==> src/hw/rtl/ax25_pkg.sv <==
// Package for the AX.25 UI frame to monitor text decoder.
// Holds shared types and constants; no dependencies.
package ax25_pkg;
   localparam int unsigned PATH_STORE_DEF = 64;
   localparam logic [15:0] CAP_RESET = 16'd256;
   localparam int unsigned ADDR_TEXT = 9;
   localparam logic [7:0] CTRL_UI = 8'h03;

   // header source select
   typedef enum logic [2:0] {
      SEL_SRC, SEL_GT, SEL_DST, SEL_PATH, SEL_COLON
   } hsel_type;

   typedef struct packed {
      logic       clear;       // new frame
      logic       addr_wr;     // decode address byte
      logic [1:0] addr_field;  // 0 dest 1 src 2 hop
      logic [2:0] addr_idx;
      logic       hop_clear;
      logic       copy_start;  // start copying hop into path
      logic       hdr_start;   // reset header pointer
      logic       hdr_step;    // advance header pointer
   } cmd_type;

   typedef struct packed {
      logic       copy_busy;
      logic       hop_fits;
      logic [6:0] hdr_char;
      logic       hdr_end;     // pointer at end of header
      logic [8:0] hdr_len;
   } sts_type;
endpackage

==> src/hw/rtl/ax25_ui_frame_to_text_top.sv <==
// Top level of the AX.25 UI frame to monitor text decoder.
// Depends on ax25_pkg, ax25_ctrl and ax25_datapath.
//
// Frame bytes enter on req_ (valid/stall), one request per byte, with
// req_frame_last on the final byte. Monitor text "SRC>DST,PATH:info" leaves
// on rsp_ one character per cycle, rsp_end_of_text on the final character.
// csr_ writes the text capacity (ready always high); write only when idle.
// Address and info bytes stall only on a stalled output. A digipeater field
// stalls requests while the hop text is copied into the path RAM.
// The control and PID bytes start header bursts of one character per cycle,
// up to 64 each, during which req_stall is held high. A stalled receiver
// holds the output register and, through it, the request side.
// Synchronous reset returns to awaiting a destination address and restores
// the capacity to 256.
module ax25_ui_frame_to_text_top #(
   parameter int unsigned PATH_STORE = ax25_pkg::PATH_STORE_DEF
) (
   input  logic        clock,
   input  logic        reset,
   input  logic        csr_valid,
   output logic        csr_ready,
   input  logic [15:0] csr_text_capacity,
   input  logic        req_valid,
   output logic        req_stall,
   input  logic [7:0]  req_frame_byte,
   input  logic        req_frame_last,
   output logic        rsp_valid,
   input  logic        rsp_stall,
   output logic [6:0]  rsp_text_char,
   output logic        rsp_end_of_text
);
   import ax25_pkg::*;
   cmd_type cmd;
   sts_type sts;

   ax25_ctrl u_ctrl (
      .clock, .reset, .csr_valid, .csr_ready, .csr_text_capacity,
      .req_valid, .req_stall, .req_frame_byte, .req_frame_last,
      .rsp_valid, .rsp_stall, .rsp_text_char, .rsp_end_of_text,
      .cmd, .sts
   );

   ax25_datapath #(.PATH_STORE(PATH_STORE)) u_dp (
      .clock, .reset, .byte_in(req_frame_byte), .cmd, .sts
   );
endmodule

==> src/hw/rtl/ax25_ram.sv <==
// Generic single-port-write RAM with registered read.
// No dependencies.
module ax25_ram #(
   parameter int unsigned WIDTH = 7,
   parameter int unsigned DEPTH = 64
) (
   input  logic                     clock,
   input  logic                     wr_en,
   input  logic [$clog2(DEPTH)-1:0] wr_addr,
   input  logic [WIDTH-1:0]         wr_data,
   input  logic [$clog2(DEPTH)-1:0] rd_addr,
   output logic [WIDTH-1:0]         rd_data
);
   logic [WIDTH-1:0] mem_ff [DEPTH];
   always_ff @(posedge clock) begin
      if (wr_en) mem_ff[wr_addr] <= wr_data;
      rd_data <= mem_ff[rd_addr];
   end
endmodule

==> src/hw/rtl/ax25_datapath.sv <==
// Datapath: address decode buffers, path RAM, header character sequencer.
// Depends on ax25_pkg and ax25_ram.
module ax25_datapath #(
   parameter int unsigned PATH_STORE = ax25_pkg::PATH_STORE_DEF
) (
   input  logic              clock,
   input  logic              reset,
   input  logic [7:0]        byte_in,
   input  ax25_pkg::cmd_type cmd,
   output ax25_pkg::sts_type sts
);
   import ax25_pkg::*;
   localparam int unsigned AW = $clog2(PATH_STORE);
   localparam int unsigned PLW = $clog2(PATH_STORE + 1);

   logic [6:0] dst_ff [ADDR_TEXT];
   logic [6:0] src_ff [ADDR_TEXT];
   logic [6:0] hop_ff [ADDR_TEXT];
   logic [3:0] dlen_ff, slen_ff, hlen_ff;
   logic [PLW-1:0] plen_ff;
   logic [3:0] ck_ff;
   logic copy_ff;
   hsel_type sel_ff;
   logic [PLW-1:0] hp_ff;   // index within current segment
   logic [8:0] hcnt_ff;     // remaining header chars
   logic rd_valid_ff;

   // address byte decode
   logic [3:0] cur_len;
   logic [6:0] c;
   logic [3:0] ssid;
   logic [2:0] nw;
   logic [6:0] w0, w1, w2;
   always_comb begin
      case (cmd.addr_field)
         2'd0:    cur_len = dlen_ff;
         2'd1:    cur_len = slen_ff;
         default: cur_len = cmd.hop_clear ? 4'd0 : hlen_ff;
      endcase
      c = byte_in[7:1];
      ssid = byte_in[4:1];
      nw = 3'd0; w0 = c; w1 = 7'd0; w2 = 7'd0;
      if (cmd.addr_idx < 3'd6) begin
         if (c != 7'h20 && cur_len < 4'(ADDR_TEXT)) nw = 3'd1;
      end else if (ssid != 4'd0 && 5'(cur_len) + 5'd3 <= 5'(ADDR_TEXT)) begin
         w0 = 7'h2d;
         if (ssid >= 4'd10) begin
            nw = 3'd3; w1 = 7'h31; w2 = 7'h30 + 7'(ssid - 4'd10);
         end else begin
            nw = 3'd2; w1 = 7'h30 + 7'(ssid);
         end
      end
   end

   // path write
   logic p_we;
   logic [AW-1:0] p_wa;
   logic [6:0] p_wd;
   always_comb begin
      p_we = 1'b0; p_wa = plen_ff[AW-1:0]; p_wd = 7'h2c;
      if (cmd.copy_start) p_we = 1'b1;
      else if (copy_ff) begin
         p_we = 1'b1; p_wd = hop_ff[ck_ff];
      end
   end

   logic [AW-1:0] p_ra;
   logic [6:0] p_rd;
   ax25_ram #(.WIDTH(7), .DEPTH(PATH_STORE)) u_path (
      .clock(clock), .wr_en(p_we), .wr_addr(p_wa), .wr_data(p_wd),
      .rd_addr(p_ra), .rd_data(p_rd)
   );

   // header sequencer: next segment/pointer
   hsel_type sel_in;
   logic [PLW-1:0] hp_in;
   always_comb begin
      sel_in = sel_ff; hp_in = hp_ff + PLW'(1);
      if (cmd.hdr_start) begin
         hp_in = '0;
         sel_in = (slen_ff != 4'd0) ? SEL_SRC : SEL_GT;
      end else begin
         case (sel_ff)
            SEL_SRC: if (hp_in == PLW'(slen_ff)) begin sel_in = SEL_GT; hp_in = '0; end
            SEL_GT: begin
               hp_in = '0;
               sel_in = (dlen_ff != 4'd0) ? SEL_DST
                      : (plen_ff != '0) ? SEL_PATH : SEL_COLON;
            end
            SEL_DST: if (hp_in == PLW'(dlen_ff)) begin
               hp_in = '0;
               sel_in = (plen_ff != '0) ? SEL_PATH : SEL_COLON;
            end
            SEL_PATH: if (hp_in == plen_ff) begin sel_in = SEL_COLON; hp_in = '0; end
            default: hp_in = '0;
         endcase
      end
   end
   // path read address runs one ahead so read data is ready with the pointer
   assign p_ra = (cmd.hdr_start || cmd.hdr_step) ? hp_in[AW-1:0] : hp_ff[AW-1:0];

   always_ff @(posedge clock) begin
      if (reset || cmd.clear) begin
         dlen_ff <= '0; slen_ff <= '0; hlen_ff <= '0; plen_ff <= '0;
         copy_ff <= 1'b0; ck_ff <= '0; sel_ff <= SEL_COLON; hp_ff <= '0;
         hcnt_ff <= '0; rd_valid_ff <= 1'b0;
      end else begin
         if (cmd.hop_clear) hlen_ff <= '0;
         if (cmd.addr_wr) begin
            case (cmd.addr_field)
               2'd0: begin
                  if (nw > 3'd0) dst_ff[dlen_ff] <= w0;
                  if (nw > 3'd1) dst_ff[dlen_ff + 4'd1] <= w1;
                  if (nw > 3'd2) dst_ff[dlen_ff + 4'd2] <= w2;
                  dlen_ff <= dlen_ff + 4'(nw);
               end
               2'd1: begin
                  if (nw > 3'd0) src_ff[slen_ff] <= w0;
                  if (nw > 3'd1) src_ff[slen_ff + 4'd1] <= w1;
                  if (nw > 3'd2) src_ff[slen_ff + 4'd2] <= w2;
                  slen_ff <= slen_ff + 4'(nw);
               end
               default: begin
                  if (nw > 3'd0) hop_ff[cur_len] <= w0;
                  if (nw > 3'd1) hop_ff[cur_len + 4'd1] <= w1;
                  if (nw > 3'd2) hop_ff[cur_len + 4'd2] <= w2;
                  hlen_ff <= cur_len + 4'(nw);
               end
            endcase
         end
         if (p_we) plen_ff <= plen_ff + PLW'(1);
         if (cmd.copy_start) begin
            ck_ff <= '0; copy_ff <= (hlen_ff != 4'd0);
         end else if (copy_ff) begin
            ck_ff <= ck_ff + 4'd1;
            if (ck_ff + 4'd1 == hlen_ff) copy_ff <= 1'b0;
         end
         if (cmd.hdr_start) begin
            hcnt_ff <= 9'(slen_ff) + 9'(dlen_ff) + 9'(plen_ff) + 9'd2;
         end else if (cmd.hdr_step && hcnt_ff != '0) begin
            hcnt_ff <= hcnt_ff - 9'd1;
         end
         if (cmd.hdr_start || cmd.hdr_step) begin
            sel_ff <= sel_in; hp_ff <= hp_in;
         end
         rd_valid_ff <= 1'b1;
      end
   end

   logic [6:0] ch;
   always_comb begin
      case (sel_ff)
         SEL_SRC:  ch = src_ff[hp_ff[3:0]];
         SEL_GT:   ch = 7'h3e;
         SEL_DST:  ch = dst_ff[hp_ff[3:0]];
         SEL_PATH: ch = p_rd;
         default:  ch = 7'h3a;
      endcase
   end

   assign sts.copy_busy = copy_ff;
   assign sts.hop_fits = (PLW+1)'(plen_ff) + (PLW+1)'(hlen_ff) + (PLW+1)'(2)
                         < (PLW+1)'(PATH_STORE);
   assign sts.hdr_char = ch;
   assign sts.hdr_end = (hcnt_ff == '0) || !rd_valid_ff;
   assign sts.hdr_len = hcnt_ff;
endmodule

==> src/hw/rtl/ax25_ctrl.sv <==
// Controller: frame phase sequencing, handshakes, character limit.
// Depends on ax25_pkg.
module ax25_ctrl (
   input  logic              clock,
   input  logic              reset,
   input  logic              csr_valid,
   output logic              csr_ready,
   input  logic [15:0]       csr_text_capacity,
   input  logic              req_valid,
   output logic              req_stall,
   input  logic [7:0]        req_frame_byte,
   input  logic              req_frame_last,
   output logic              rsp_valid,
   input  logic              rsp_stall,
   output logic [6:0]        rsp_text_char,
   output logic              rsp_end_of_text,
   output ax25_pkg::cmd_type cmd,
   input  ax25_pkg::sts_type sts
);
   import ax25_pkg::*;

   typedef enum logic [3:0] {
      ST_DEST, ST_SRC, ST_DIGI, ST_COPY, ST_CTRL, ST_PID, ST_INFO, ST_SKIP,
      ST_HDR
   } state_type;

   state_type st_ff, st_in, ret_ff, ret_in;
   logic [2:0]  idx_ff, idx_in;
   logic [15:0] cap_ff;
   logic [15:0] emit_ff, emit_in;
   logic        ext_ff, ext_in;
   logic        last_ff, last_in;     // request that started header run
   logic [6:0]  burst_ff, burst_in;   // chars left in this burst
   logic        bend_ff, bend_in;     // flag end on last burst char
   logic        ov_ff, ov_in;
   logic [6:0]  oc_ff, oc_in;
   logic        oe_ff, oe_in;

   logic [15:0] limit;
   logic        acc, out_free;
   assign limit = (cap_ff == 16'd0) ? 16'd0 : cap_ff - 16'd1;
   assign out_free = !ov_ff || !rsp_stall;
   assign csr_ready = 1'b1;
   assign rsp_valid = ov_ff;
   assign rsp_text_char = oc_ff;
   assign rsp_end_of_text = oe_ff;
   assign req_stall = (st_ff == ST_HDR) || (st_ff == ST_COPY) || !out_free
                      || ((st_ff == ST_INFO || st_ff == ST_CTRL) && !out_free);
   assign acc = req_valid && !req_stall;

   // header remaining, clipped to the limit
   logic [16:0] htot;
   logic [16:0] hrem;
   always_comb begin
      htot = (17'(sts.hdr_len) + 17'(emit_ff) < 17'(limit))
             ? 17'(sts.hdr_len) : 17'(limit) - 17'(emit_ff);
      hrem = htot;
   end

   always_comb begin
      st_in = st_ff; ret_in = ret_ff; idx_in = idx_ff; emit_in = emit_ff;
      ext_in = ext_ff; last_in = last_ff; burst_in = burst_ff; bend_in = bend_ff;
      ov_in = ov_ff && rsp_stall; oc_in = oc_ff; oe_in = oe_ff;
      cmd = '0;
      cmd.addr_idx = idx_ff;
      case (st_ff)
         ST_SRC:  cmd.addr_field = 2'd1;
         ST_DIGI: cmd.addr_field = 2'd2;
         default: cmd.addr_field = 2'd0;
      endcase
      if (acc) begin
         case (st_ff)
            ST_DEST, ST_SRC, ST_DIGI: begin
               cmd.addr_wr = 1'b1;
               if (st_ff == ST_DIGI && idx_ff == 3'd0) cmd.hop_clear = 1'b1;
               idx_in = idx_ff + 3'd1;
               if (idx_ff == 3'd6) begin
                  idx_in = '0;
                  ext_in = req_frame_byte[0];
                  if (st_ff == ST_DEST) st_in = ST_SRC;
                  else if (st_ff == ST_SRC)
                     st_in = req_frame_byte[0] ? ST_CTRL : ST_DIGI;
                  else st_in = ST_COPY;
               end
            end
            ST_CTRL: begin
               if (req_frame_byte != CTRL_UI) st_in = ST_SKIP;
               else if (!req_frame_last) begin
                  cmd.hdr_start = 1'b1;
                  st_in = ST_HDR; ret_in = ST_PID; emit_in = '0;
                  burst_in = 7'd127; bend_in = 1'b0; last_in = 1'b0;
               end else st_in = ST_PID;
            end
            ST_PID: begin
               st_in = ST_INFO;
               if (emit_ff < limit && sts.hdr_len != 9'd0) begin
                  st_in = ST_HDR; ret_in = ST_INFO;
                  burst_in = (hrem > 17'd64) ? 7'd64 : 7'(hrem);
                  bend_in = 1'b1; last_in = req_frame_last;
               end
            end
            ST_INFO: begin
               if (emit_ff < limit) begin
                  ov_in = 1'b1;
                  oc_in = (req_frame_byte >= 8'd32 && req_frame_byte < 8'd127)
                          ? req_frame_byte[6:0] : 7'h2e;
                  emit_in = emit_ff + 16'd1;
                  oe_in = req_frame_last || (emit_ff + 16'd1 >= limit);
               end
            end
            default: ;
         endcase
         if (req_frame_last && st_in != ST_HDR) begin
            cmd.clear = 1'b1; st_in = ST_DEST; idx_in = '0; emit_in = '0;
         end
      end else if (st_ff == ST_COPY) begin
         // wait for the hop to land in the path
         if (!sts.copy_busy) begin
            if (idx_ff == 3'd0 && ret_ff != ST_COPY) begin
               if (sts.hop_fits) cmd.copy_start = 1'b1;
               ret_in = ST_COPY;
            end else begin
               ret_in = ST_DEST;
               st_in = ext_ff ? ST_CTRL : ST_DIGI;
            end
         end
      end else if (st_ff == ST_HDR && out_free) begin
         // first burst: everything but the final header char (at most 64)
         if (ret_ff == ST_PID) begin
            if (hrem <= 17'd1 || emit_ff == 16'd64) st_in = ST_PID;
            else begin
               ov_in = 1'b1; oc_in = sts.hdr_char; oe_in = 1'b0;
               emit_in = emit_ff + 16'd1; cmd.hdr_step = 1'b1;
            end
         end else begin
            if (burst_ff == 7'd0) begin
               st_in = ST_INFO;
               if (last_ff) begin
                  cmd.clear = 1'b1; st_in = ST_DEST; idx_in = '0; emit_in = '0;
               end
            end else begin
               ov_in = 1'b1; oc_in = sts.hdr_char;
               oe_in = (burst_ff == 7'd1) &&
                       (last_ff || emit_ff + 16'd1 >= limit);
               emit_in = emit_ff + 16'd1; cmd.hdr_step = 1'b1;
               burst_in = burst_ff - 7'd1;
            end
         end
      end
   end

   always_ff @(posedge clock) begin
      if (reset) begin
         st_ff <= ST_DEST; ret_ff <= ST_DEST; idx_ff <= '0; emit_ff <= '0;
         ext_ff <= 1'b0; last_ff <= 1'b0; burst_ff <= '0; bend_ff <= 1'b0;
         ov_ff <= 1'b0; cap_ff <= CAP_RESET;
      end else begin
         if (csr_valid) cap_ff <= csr_text_capacity;
         st_ff <= (st_ff == ST_SRC && st_in == ST_CTRL) ? ST_CTRL : st_in;
         ret_ff <= (st_in == ST_COPY && st_ff != ST_COPY) ? ST_DEST : ret_in;
         idx_ff <= idx_in; emit_ff <= emit_in; ext_ff <= ext_in;
         last_ff <= last_in; burst_ff <= burst_in; bend_ff <= bend_in;
         ov_ff <= ov_in;
      end
      oc_ff <= oc_in; oe_ff <= oe_in;
   end
endmodule

==> config.mk <==
export PLATFORM = sky130hd
export DESIGN_NAME = ax25_ui_frame_to_text_top
export DESIGN_NICKNAME = d
export VERILOG_FILES = /design/src/hw/rtl/ax25_pkg.sv /design/src/hw/rtl/ax25_ui_frame_to_text_top.sv /design/src/hw/rtl/ax25_ram.sv /design/src/hw/rtl/ax25_datapath.sv /design/src/hw/rtl/ax25_ctrl.sv
export SDC_FILE = /design/constraint.sdc
export NUM_CORES = 1
export LEC_CHECK = 0
export BUFFER_PORTS_ARGS = -buffer_cell sky130_fd_sc_hd__buf_2
export CAP_MARGIN = 25
export CORE_ASPECT_RATIO = 1.1
export CORE_MARGIN = 1
export CORE_UTILIZATION = 60
export CTS_BUF_LIST = sky130_fd_sc_hd__clkbuf_8 sky130_fd_sc_hd__clkbuf_16
export CTS_CLUSTER_SIZE = 20
export DETAILED_ROUTE_END_ITERATION = 16
export PLACE_DENSITY = 0.86
export RECOVER_POWER = 100
export SETUP_SLACK_MARGIN = 0.2
export SLEW_MARGIN = 20
export SYNTH_ARGS = -nofsm -noshare
export SYNTH_HDL_FRONTEND = slang
export SYNTH_HIERARCHICAL = 1
export SYNTH_SLANG_ARGS = --single-unit
export TNS_END_PERCENT = 30
==> constraint.sdc <==
create_clock -name clock -period 12.1 [get_ports clock]
set_input_delay 2.42 -clock clock [delete_from_list [all_inputs] [get_ports clock]]
set_output_delay 2.42 -clock clock [all_outputs]
set_load 0.02 [all_outputs]
==> summary.md <==
| Metric | Value |
|---|---|
| Outcome | `finished with violations` |
| Failing checks | `max-capacitance violations, max-slew violations` |
| Post-layout power | `approximately 5400 uW` |
| GRT Overall Usage | `roughly 33%` |
| I/O Pins | `41` |
| # H-tree levels | `3` |
| CP endpoint kind | `flop` |
| Post-CTS sizing | `0` |
| WHS Path Cells | `2` |
| Core area | `63,700 um2` |
| Startpoint types | `input pin` |
| Hold Path End | `u_ctrl/emit_ff[5]` |
| First-pass GRT wire length | `164,000 um` |
| Clock buffer depth | `3` |
| Final wirelength | `between 100,000 and 150,000 um` |
| TritonCTS clock tree | `yes` |
| Syn_area_per_cell | `between 10 and 15 um2` |
| GRT overflow | `0` |
| GRT met3 Usage | `between 6 and 7%` |
| WS Path Type | `input pin to flop` |
| Critical path arrival | `10.75 ns` |
| Met2 track demand over resource | `about 54%` |
| Vias per cell | `7.07` |
| Final setup violation count | `0` |
| Layout cells sized above 1 | `between 10% and 20%` |
| Critical-path cell list | `clkbuf_1 -> nand2_1 -> o21a_1 -> and2_0 -> and3_1 -> nor2_1 -> nand2_1 -> o21ai_0 -> clkbuf_1 -> inv_1 -> ha_1 -> nor2b_1 -> a221oi_1 -> o22ai_1 -> a22o_1 -> nor2_4 -> buf_4 -> inv_1 -> clkbuf_1 -> o21ai_0 -> o21ai_0 -> clkbuf_1` |
| Clock Sinks | `between 700 and 800` |
| CTS clk-pin slew, worst paths | `about 0.06 ns` |
| Slew Limit Fails | `between 400 and 500` |
| Worst path max stage delay | `about 1.1 ns` |
| Critical Path Most Common Cell | `clkbuf_1` |
| Synthesized area | `approximately 39,000 um2` |
| Worst r2r path cells | `22` |
| HP Start | `u_ctrl/emit_ff[5]` |
| Width of the die | `about 240 um` |
| CTS root buf | `clkbuf_16` |
| Initial antenna violation count | `0` |
| Setup TNS | `0 ns` |
| Worst R2R Start | `u_ctrl/cap_ff[2]` |
| Critical path peak fanout | `65` |
| CTS Hold Bufs | `0` |
| Worst Path Buf+Inv | `7` |
| Period utilization | `a little under nine tenths` |
| CP required | `around 12 ns` |
| Warnings, synthesis | `6` |
| R2R Setup Slk | `around 2.1 ns` |
| DP Wirelength | `approximately 72,000 um` |
| Num CTS Buffers | `76` |
| Hold WS | `slightly above 0.5 ns` |
| Die ar. | `65,500 um2` |
| Antenna Nets Post-Route | `0` |
| Fill cells | `between 4k and 5k` |
| DR iter-0 viols | `about 3.8k` |
| DRC | `0` |
| Hold Path Class | `flop to flop` |
| Gr busiest metal | `met2` |
| Die Ht | `~270 um` |
| Tmin final | `10.44 ns` |
| Peak supply drop | `about 0.18 mV` |
| Net count after synthesis | `~3.2k` |
| Max-Cap Viols | `11` |
| Maximum clock rate | `0.0957 GHz` |
| Synth Instances | `3,043` |
| Starting Density | `60.7%` |
| Via count | `27.7k` |
| Largest net degree at the start of global routing | `between 80 and 90` |
| # Post-CTS Setup Buffers | `0` |
| GP Congestion | `0.986` |
| FF/Latch Area | `about 22,000 um2` |
| Port Buffers | `39` |
| Mean routed wirelength per cell | `27.5 um` |
| Clk Latency, worst-skew pair | `0.67 ns` |
| R2r endpoint | `u_dp/hop_ff[1][2]` |
| Relative slew slack | `-108%` |
| LEAKAGE | `between 0.01 and 0.015 uW` |
| Antenna Cells | `0` |
| M1 GR Usage | `42.6%` |
| Synth-to-layout area growth | `8.08%` |
| Multi-input gate area | `approximately 16,000 um2` |
| Tightest Pin Transition | `around 3.1 ns` |
| PwrDens | `between 100 and 150 nW/um2` |
| Final Util | `between 60 and 70%` |
| CP delay by family, top | `compound AO/OA/AOI/OAI gates` |
| Number of global-route vias before repair | `27.3k` |
| Hold Vio Cnt, Final | `0` |
| Final-stage net count | `approximately 3.2k` |
| Drt first pass iters | `7` |
| Slowest CP cell | `a22o_1` |
| Row count | `97` |
| Worst Skew | `0.0604 ns` |
| RSZ-0062 raised after global routing | `no` |
==> final cells by class <==
cell class	instances	area share, %
inverters	81	0.727
multi-input cells	2015	38.1
flip-flops and latches	755	51.6
repair buffers	88	1.15
well taps	841	2.52
clock inverters	61	1.27
clock buffers	79	4.67
==> tightest hold or removal path: cells and delay by family, from the launching register on <==
| family | cells | cell delay (ns) |
|---|---|---|
| flip-flops | 1 | 0.35 |
| AND/OR/NAND/NOR | 2 | 0.12 |
==> per-stage QoR <==
stage	setup slack, ns	cell area, um2	std cells
finish	1.66	41800	3920
floorplan	4.83	38700	3043
CTS	2.42	42000	3910
global placement	2.89	39400	3764
detailed placement	2.45	39500	3770
global route	1.19	41800	3920
==> cells in the final DEF, fill, tap and decap left out, types with 38 or more instances in the layout <==
master,count
edfxtp_1,645
nor2_1,262
nand2_1,204
mux4_2,161
a21oi_1,135
dfxtp_1,109
inv_1,103
o21ai_0,101
ha_1,96
clkbuf_16,77
nor3_1,71
nand3_1,71
mux2i_1,68
xnor2_1,60
and3_1,50
a21o_1,46
or3_1,45
clkbuf_1,38
==> per-layer routing <==
metal,vias up,share of wire (%)
met3,431,11
met1,13600,36
met4,0,5.5
li1,11800,-
met2,1940,47
met5,-,0
==> power by group <==
group	internal [uW]	total, uW	switching (uW)
sequential	2800	2810	8.94
clock	1300	2330	1040
combinational	96.1	270	173
total	4190	5410	1220
==> how the worst max path moves through the flow <==
stage	endpoint	from	slack [ns]	cells after the start
floorplan	u_dp/u_path/rd_data[0]	u_ctrl/emit_ff[1]	4.83	33
global placement	u_dp/u_path/rd_data[6]	u_ctrl/emit_ff[1]	2.89	31
detailed placement	u_dp/u_path/rd_data[6]	u_ctrl/emit_ff[1]	2.45	31
CTS	u_dp/u_path/rd_data[1]	u_ctrl/emit_ff[1]	2.42	31
global route	u_dp/src_ff[2][6]	rsp_stall	1.19	22
finish	u_dp/src_ff[2][5]	rsp_stall	1.66	22
==> sequential cells by signal (all words and copies together) (netlist names), 9 cells and up, named ones only <==
register	cells
u_dp/u_path/mem_ff	448
u_ctrl/emit_ff	16
u_ctrl/cap_ff	16
u_dp/hop_ff	63
u_dp/src_ff	63
u_dp/hcnt_ff	9
u_dp/dst_ff	63
Note: power is estimated with default switching activity, not from simulation.
